<file path="config.mk">
export PLATFORM = sky130hd
export DESIGN_NAME = ansi_escape_stripper_core_flat
export DESIGN_NICKNAME = d
export VERILOG_FILES = /design/src/rtl/astrip_pkg.sv /design/src/rtl/astrip_if.sv /design/src/rtl/astrip_parser.sv /design/src/rtl/astrip_skid.sv /design/src/rtl/ansi_escape_stripper_core.sv /design/src/flat_wrapper.sv
export SDC_FILE = /design/constraint.sdc
export NUM_CORES = 1
export LEC_CHECK = 0
export ABC_AREA = 1
export BUFFER_PORTS_ARGS = -buffer_cell sky130_fd_sc_hd__buf_2
export CORE_ASPECT_RATIO = 1.25
export CORE_MARGIN = 2
export CORE_UTILIZATION = 30
export DETAILED_ROUTE_END_ITERATION = 8
export HOLD_SLACK_MARGIN = 0.03
export PLACE_DENSITY_LB_ADDON = 0.15
export SLEW_MARGIN = 20
export SYNTH_ARGS = -nofsm -noshare
export SYNTH_HDL_FRONTEND = slang
export SYNTH_SLANG_ARGS = --single-unit
</file>
<file path="constraint.sdc">
create_clock -name clk -period 2.45 [get_ports clk]
set_input_delay 0.1225 -clock clk [delete_from_list [all_inputs] [get_ports clk]]
set_output_delay 0.1225 -clock clk [all_outputs]
set_load 0.02 [all_outputs]
</file>
<file path="src/rtl/astrip_pkg.sv">
package astrip_pkg;

  typedef enum logic [4:0] {
    POS_OUTSIDE       = 5'b00001,
    POS_AFTER_ESC     = 5'b00010,
    POS_AFTER_BRACKET = 5'b00100,
    POS_SKIP_ONE      = 5'b01000,
    POS_SKIP_TO_END   = 5'b10000
  } pos_t;

  typedef struct packed {
    pos_t pos_next;
    logic keep;
  } step_t;

  localparam logic [7:0] BYTE_ESC      = 8'h1B;
  localparam logic [7:0] BYTE_CSI      = 8'h9B;
  localparam logic [7:0] BYTE_LBRACKET = 8'h5B;
  localparam logic [7:0] BYTE_RBRACKET = 8'h5D;

  // NUL VT FF SO SI CAN SUB ESC DEL
  function automatic logic is_dropped_control(input logic [7:0] b);
    return b inside {8'h00, 8'h0B, 8'h0C, 8'h0E, 8'h0F, 8'h18, 8'h1A, 8'h1B, 8'h7F};
  endfunction

  // % # ( )
  function automatic logic is_charset_intro(input logic [7:0] b);
    return b inside {8'h25, 8'h23, 8'h28, 8'h29};
  endfunction

  // A-M P X a c d e f g h l m n q r s u ` ] ;
  function automatic logic is_terminator(input logic [7:0] b);
    return b inside {[8'h41:8'h4D], 8'h50, 8'h58, 8'h61, 8'h63, 8'h64, 8'h65,
                     8'h66, 8'h67, 8'h68, 8'h6C, 8'h6D, 8'h6E, 8'h71, 8'h72,
                     8'h73, 8'h75, 8'h60, 8'h5D, 8'h3B};
  endfunction

endpackage

</file>
<file path="src/rtl/astrip_if.sv">
interface astrip_in_if;
  logic       valid;
  logic       ready;
  logic [7:0] in_byte;

  modport source (output valid, output in_byte, input ready);
  modport sink   (input valid, input in_byte, output ready);
endinterface

interface astrip_out_if;
  logic       valid;
  logic       ready;
  logic [7:0] out_byte;

  modport source (output valid, output out_byte, input ready);
  modport sink   (input valid, input out_byte, output ready);
endinterface

</file>
<file path="src/rtl/astrip_parser.sv">
module astrip_parser (
  input  astrip_pkg::pos_t   pos,
  input  logic [7:0]         b,
  output astrip_pkg::step_t  step
);

  always_comb begin
    step.keep     = 1'b0;
    step.pos_next = astrip_pkg::POS_OUTSIDE;
    case (pos)
      astrip_pkg::POS_AFTER_ESC: begin
        if (b == astrip_pkg::BYTE_LBRACKET) begin
          step.pos_next = astrip_pkg::POS_AFTER_BRACKET;
        end else if (b == astrip_pkg::BYTE_RBRACKET) begin
          step.pos_next = astrip_pkg::POS_SKIP_TO_END;
        end else if (astrip_pkg::is_charset_intro(b)) begin
          step.pos_next = astrip_pkg::POS_SKIP_ONE;
        end
      end
      astrip_pkg::POS_AFTER_BRACKET: begin
        if (b == astrip_pkg::BYTE_LBRACKET) begin
          step.pos_next = astrip_pkg::POS_SKIP_ONE;
        end else if (!astrip_pkg::is_terminator(b)) begin
          step.pos_next = astrip_pkg::POS_SKIP_TO_END;
        end
      end
      astrip_pkg::POS_SKIP_ONE: begin
        step.pos_next = astrip_pkg::POS_OUTSIDE;
      end
      astrip_pkg::POS_SKIP_TO_END: begin
        if (!astrip_pkg::is_terminator(b)) begin
          step.pos_next = astrip_pkg::POS_SKIP_TO_END;
        end
      end
      default: begin
        // outside any sequence
        if (b == astrip_pkg::BYTE_ESC) begin
          step.pos_next = astrip_pkg::POS_AFTER_ESC;
        end else if (b == astrip_pkg::BYTE_CSI) begin
          step.pos_next = astrip_pkg::POS_AFTER_BRACKET;
        end else begin
          step.keep = !astrip_pkg::is_dropped_control(b);
        end
      end
    endcase
  end

endmodule

</file>
<file path="src/rtl/astrip_skid.sv">
module astrip_skid (
  input  logic                clk,
  input  logic                rst,
  input  logic                push,
  input  logic [7:0]          push_byte,
  output logic                ready,
  astrip_out_if.source        text
);

  logic       main_valid;
  logic       skid_valid;
  logic [7:0] main_byte;
  logic [7:0] skid_byte;
  logic       pop;

  assign pop        = main_valid && text.ready;
  assign ready      = !skid_valid;
  assign text.valid = main_valid;
  assign text.out_byte = main_byte;

  always_ff @(posedge clk) begin
    if (rst) begin
      main_valid <= 1'b0;
      skid_valid <= 1'b0;
    end else if (!main_valid || pop) begin
      if (skid_valid) begin
        main_valid <= 1'b1;
        skid_valid <= 1'b0;
      end else begin
        main_valid <= push;
      end
    end else if (push) begin
      skid_valid <= 1'b1;
    end
  end

  always_ff @(posedge clk) begin
    if (!main_valid || pop) begin
      main_byte <= skid_valid ? skid_byte : push_byte;
    end else if (push) begin
      skid_byte <= push_byte;
    end
  end

  a_skid_needs_main: assert property (@(posedge clk) disable iff (rst)
    skid_valid |-> main_valid)
    else $error("skid holds an item while the main register is empty");

  a_stall_holds: assert property (@(posedge clk) disable iff (rst)
    main_valid && !text.ready |=> main_valid && $stable(main_byte))
    else $error("stalled item changed or vanished");

  a_full_stall: assert property (@(posedge clk) disable iff (rst)
    main_valid && !text.ready && push |=> skid_valid)
    else $error("item pushed into a stalled stage was lost");

endmodule

</file>
<file path="src/rtl/ansi_escape_stripper_core.sv">
// Strips ANSI/VT escape and control sequences from a terminal byte stream.
// One byte is taken per cycle while the output stage has a free entry, and a
// kept byte is registered there; stripped bytes produce nothing. The
// parser position is a one-hot register updated by a small next-state lookup
// on each accepted byte, and a two-entry output stage lets input keep flowing
// for one more kept byte while the output is stalled.
module ansi_escape_stripper_core (
  input  logic          clk,
  input  logic          rst,
  astrip_in_if.sink     raw,
  astrip_out_if.source  text
);

  astrip_pkg::pos_t  pos;
  astrip_pkg::step_t step;
  logic              accept;
  logic              stage_ready;

  assign raw.ready = stage_ready;
  assign accept    = raw.valid && stage_ready;

  astrip_parser u_parser (
    .pos  (pos),
    .b    (raw.in_byte),
    .step (step)
  );

  always_ff @(posedge clk) begin
    if (rst) begin
      pos <= astrip_pkg::POS_OUTSIDE;
    end else if (accept) begin
      pos <= step.pos_next;
    end
  end

  astrip_skid u_skid (
    .clk       (clk),
    .rst       (rst),
    .push      (accept && step.keep),
    .push_byte (raw.in_byte),
    .ready     (stage_ready),
    .text      (text)
  );

  a_pos_onehot: assert property (@(posedge clk) disable iff (rst)
    $onehot(pos))
    else $error("parser position not one-hot");

  a_esc_opens: assert property (@(posedge clk) disable iff (rst)
    accept && pos == astrip_pkg::POS_OUTSIDE && raw.in_byte == astrip_pkg::BYTE_ESC
    |=> pos == astrip_pkg::POS_AFTER_ESC)
    else $error("ESC outside a sequence did not open one");

  a_skip_one_closes: assert property (@(posedge clk) disable iff (rst)
    accept && pos == astrip_pkg::POS_SKIP_ONE |=> pos == astrip_pkg::POS_OUTSIDE)
    else $error("single skipped byte did not close the sequence");

  a_keep_only_outside: assert property (@(posedge clk) disable iff (rst)
    accept && step.keep |-> pos == astrip_pkg::POS_OUTSIDE)
    else $error("byte kept inside a sequence");

endmodule

</file>
<file path="src/flat_wrapper.sv">
// flat-port wrapper written by rule: the top's interface ports become plain ports
module ansi_escape_stripper_core_flat 
  (clk, rst, raw_valid, raw_in_byte, raw_ready, text_valid, text_out_byte, text_ready);
  astrip_in_if raw_i ();
  astrip_out_if text_i ();
  input  logic clk;
  input  logic rst;
  input wire logic [$bits(raw_i.valid)-1:0] raw_valid;
  input wire logic [$bits(raw_i.in_byte)-1:0] raw_in_byte;
  output wire logic [$bits(raw_i.ready)-1:0] raw_ready;
  output wire logic [$bits(text_i.valid)-1:0] text_valid;
  output wire logic [$bits(text_i.out_byte)-1:0] text_out_byte;
  input wire logic [$bits(text_i.ready)-1:0] text_ready;
  assign raw_i.valid = raw_valid;
  assign raw_i.in_byte = raw_in_byte;
  assign raw_ready = raw_i.ready;
  assign text_valid = text_i.valid;
  assign text_out_byte = text_i.out_byte;
  assign text_i.ready = text_ready;
  ansi_escape_stripper_core u_core (.clk(clk), .rst(rst), .raw(raw_i), .text(text_i));
endmodule
</file>
==> results.md <==
Outcome:
- The run finished with clean final reports.

Clocking:
- The latest clock arrival within the worst-skew pair is 260 ps.
- The number of buffers created by CTS is 3.
- The CTS clock-pin slew for the worst setup and hold paths is 80 ps.
- The clock passes through at most 2 buffers.
- The tree is rooted in a clkbuf_8.
- Gates resized during post-CTS repair numbered 0.
- The number of clock sinks is 23.
- In this run the number of H-tree levels came out at 1.
- The number of hold buffers added after CTS was 0.
- The clock tree from TritonCTS is built.
- The buffer count from post-CTS setup fixing is 0.

Die:
- The number of ports placed on the die boundary is 22.
- The overall die height is 78.3 um.
- The initial core utilization is 30.7%.
- After floorplanning, the core was sized to cover 4320 um2.
- The horizontal die dimension is 63.5 um.
- After floorplanning, the core was divided into 27 placement rows.
- The floorplan step defined a die boundary enclosing 4970 um2.

Drt:
- The average wire per cell in the routed design is 10.9 um.
- The number of vias in the routed layout is 1208.
- The first routing iteration left 37 violations.
- The number of design rule violations left after detail routing is 0.
- The detail route stage leaves a number of antenna-violating nets equal to 0.
- The first-pass iteration count of the detailed router is 5.
- The total wire length is 2.92 mm.
- The via count normalized by instance count is 4.52.

STA:
- Setup violations remaining at the end of the flow were counted as 0.
- The count of endpoints failing hold in the final timing report was 0.
- After routing, the total negative slack on setup checks comes to 0 ps.
- For the pin with the worst max-slew slack, the measured transition is 451 ps.
- The period utilization is 70.6%.
- Measured against its own limit, the worst slew margin works out to 69.9%.
- Based on the critical path, the design can be clocked at up to 578 MHz.
- The final-report max-slew violation count is 0.
- Setup repair after global routing left no endpoint under its margin.
- The clock tree skew after final layout is 3.16 ps.
- Subtracting the final worst setup slack from the clock period gives 1730 ps.

GRT:
- The global-route wire length before repair is 5.05 mm.
- The global routing usage summed across all routing layers is 13.0%.
- The overall overflow remaining after global route is 0.
- The pin count of the biggest net entering global routing is 18.
- The number of antenna violations at the first check in global routing is 0.
- The via count of the first global-routing pass is 1122.

Final layout:
- Relative to the synthesized area, the layout overhead comes to 17.2%.
- For this run, the post-layout net count is 222.
- The finished layout holds 267 standard cells, fillers aside.
- The number of fill cells is 499.
- After routing the design area is 1550 um2.
- The area of the multi-input gates is 596 um2.
- 0 antenna diodes ended up in the layout.
- The sequential cells in the finished layout cover a total of 621 um2.
- The ratio of cells with drive above 1 in the final layout is 21.1%.
- The share of the core filled with cells in the final layout is 35.9%.

Logic synthesis:
- For this run, the register share of the synthesized area comes to 46.8%.
- Counting every net in the synthesized netlist gives 196.
- The count of synthesis-stage warnings from yosys is 0.
- Of the total synthesized cell area, the portion taken by AND, OR, NAND and NOR gates is 36.4%.
- The synthesized netlist devotes 8.49% of its cell area to compound gates.
- The biggest area contributor in the post-synthesis netlist is edfxtp_1.
- The main combinational cell family by area after synthesis is simple AND/OR/NAND/NOR gates.
- The area fraction of the dominant cell type after synthesis is 36.2%.
- The synthesized netlist occupies a cell area of 1330 um2.
- The average instance area after synthesis is 7.21 um2.
- The number of different library cells used by synthesis comes to 19.
- By area the synthesized netlist is led by edfxtp_1 36%, nand2_1 15%, dfxtp_1 11%.
- Multiplexer cells account for 0% of the synthesized area.
- Of the total synthesized cell area, the portion taken by full adders, half adders and majority gates is 0%.
- Summing the areas of all xor and xnor instances in the mapped netlist gives 0% of the synthesized area.
- The register bit total from synthesis is 23.
- The number of cells produced by synthesis is 184.

Power and ir drop:
- The areal power density over the cells is 521 nW/um2.
- The design draws 0.810 mW.
- IR analysis of the VDD net gives a maximum drop of 0.170 mV.
- The leakage component of the power is 0.698 nW.

Worst setup path:
- STA puts the critical path data arrival time at 1710 ps.
- The category of the most critical setup path is reg2reg.
- The stage delay of the slowest cell on the critical path is 450 ps.
- For the worst setup path, the data required time is 2430 ps.
- The largest individual stage delay along the critical path comes from the cell dfxtp_1.
- The critical path goes through inv_2, nand2_1, clkinv_4, o21ai_2, nor3_2, nand2_1, nor2_1, buf_4.
- STA classifies the critical path endpoint as a register.
- The library cell appearing most often on the critical path is nand2_1.
- The type of origin of the critical path is a register.
- Of all nets on the critical path, the largest fanout is 17.

Placement:
- The quantity of I/O buffers inserted on ports is 21.
- The HPWL after detailed placement is 2.46 mm.
- Routability-driven placement finished with a final weighted congestion of 0.836.
- After detailed placement, the total cell area comes to 1510 um2.
- Counting tap cells, the placed design contains a total of 263 instances.

Flow run:
- The number of violations of the max-capacitance limit is 0.

Hold path:
- The worst hold path belongs to the class in2reg.
[layout by cell type, fill, tap and decap left out]
cell type	netlist	layout
a21oi_1	4	4
nor3_2	2	2
inv_2	6	6
clkinv_4	1	1
o21ai_0	15	15
nor2_2	3	3
nand2_2	3	3
nand2_1	53	53
dfxtp_1	7	7
a21oi_2	1	1
clkinv_2	0	1
nand4_1	5	5
nor3_1	3	3
clkbuf_8	0	3
nor2_1	32	32
nand3_2	1	1
inv_1	20	20
buf_2	0	21
edfxtp_1	16	16
o21ai_2	1	1
nand3_1	10	10
buf_4	0	1
[critical path, delay by kind of cell (launching register included)]
family                 cells  cell delay [ps]
AOI/OAI and AO/OA          1               60
buffers and inverters      3              400
DFF                        1              450
and+or+nand+nor            4              530
[kinds of logic (layout without fill, tap and decap cells)]
kind of cell,Yosys count,after routing
AND/OR/NAND/NOR,112,112
buffers and inverters,28,53
flip-flops,23,23
AO/OA/AOI/OAI,21,21
[routing by layer]
metal / GRT usage (%) / vias up / routed length [um]
met1: 15.0 / 539 / 1280
met4: 5.22 / 0 / 46
met3: 2.15 / 5 / 96
met5: 0 / - / 0
met2: 23.7 / 20 / 1500
li1: - / 644 / -
[per-stage QoR]
step,hold slack [ps],setup WS [ps]
after floorplan,185,693
after detailed placement,335,715
after global routing,61.7,515
final,55.0,720
after CTS,47.0,695
after global placement,335,749
[cell usage after synthesis]
master,instances
nand2_1,53
nor3_1,3
dfxtp_1,7
nand3_1,10
nor2_2,3
a21oi_1,4
a21oi_2,1
nand4_1,5
edfxtp_1,16
clkinv_4,1
inv_2,6
nand3_2,1
o21ai_0,15
nor3_2,2
nor2_1,32
inv_1,20
o21ai_2,1
clkbuf_1,1
nand2_2,3
[layout make-up]
cell class,count,share of cell area (%)
clock buffers,3,2.66
clock inverters,1,0.322
inverters,27,6.84
multi-input cells,133,38.3
flip-flops and latches,23,39.9
well taps,58,4.67
repair buffers,22,7.25
[registers in the layout, summed over array words and instances, names as in the netlist]
name,cells
u_core.pos,5
u_core.u_skid.text.out_byte,8
u_core.u_skid.skid_byte,8
u_core.u_skid.skid_valid,1
u_core.u_skid.text.valid,1
[path summary, 6_finish.rpt]
check                                        startpoint                                   end  slack [ps]  cells past startpoint
hold / removal                                      rst            u_core.pos[4]$_SDFFE_PP0P_          50                      2
setup reg to reg  u_core.u_skid.skid_valid$_SDFFE_PP0P_  u_core.u_skid.skid_byte[2]$_DFFE_PP_         720                      8
hold reg to reg              u_core.pos[4]$_SDFFE_PP0P_            u_core.pos[4]$_SDFFE_PP0P_         500                      2
setup / recovery  u_core.u_skid.skid_valid$_SDFFE_PP0P_  u_core.u_skid.skid_byte[2]$_DFFE_PP_         720                      8
[where the power goes]
group / switching [mW] / total, mW / internal, mW / leakage (nW)
registers: 0.00810 / 0.448 / 0.439 / 0.213
logic: 0.0909 / 0.130 / 0.0395 / 0.460
clock network: 0.119 / 0.232 / 0.113 / 0.0255
(Power assumes the default switching activity.)
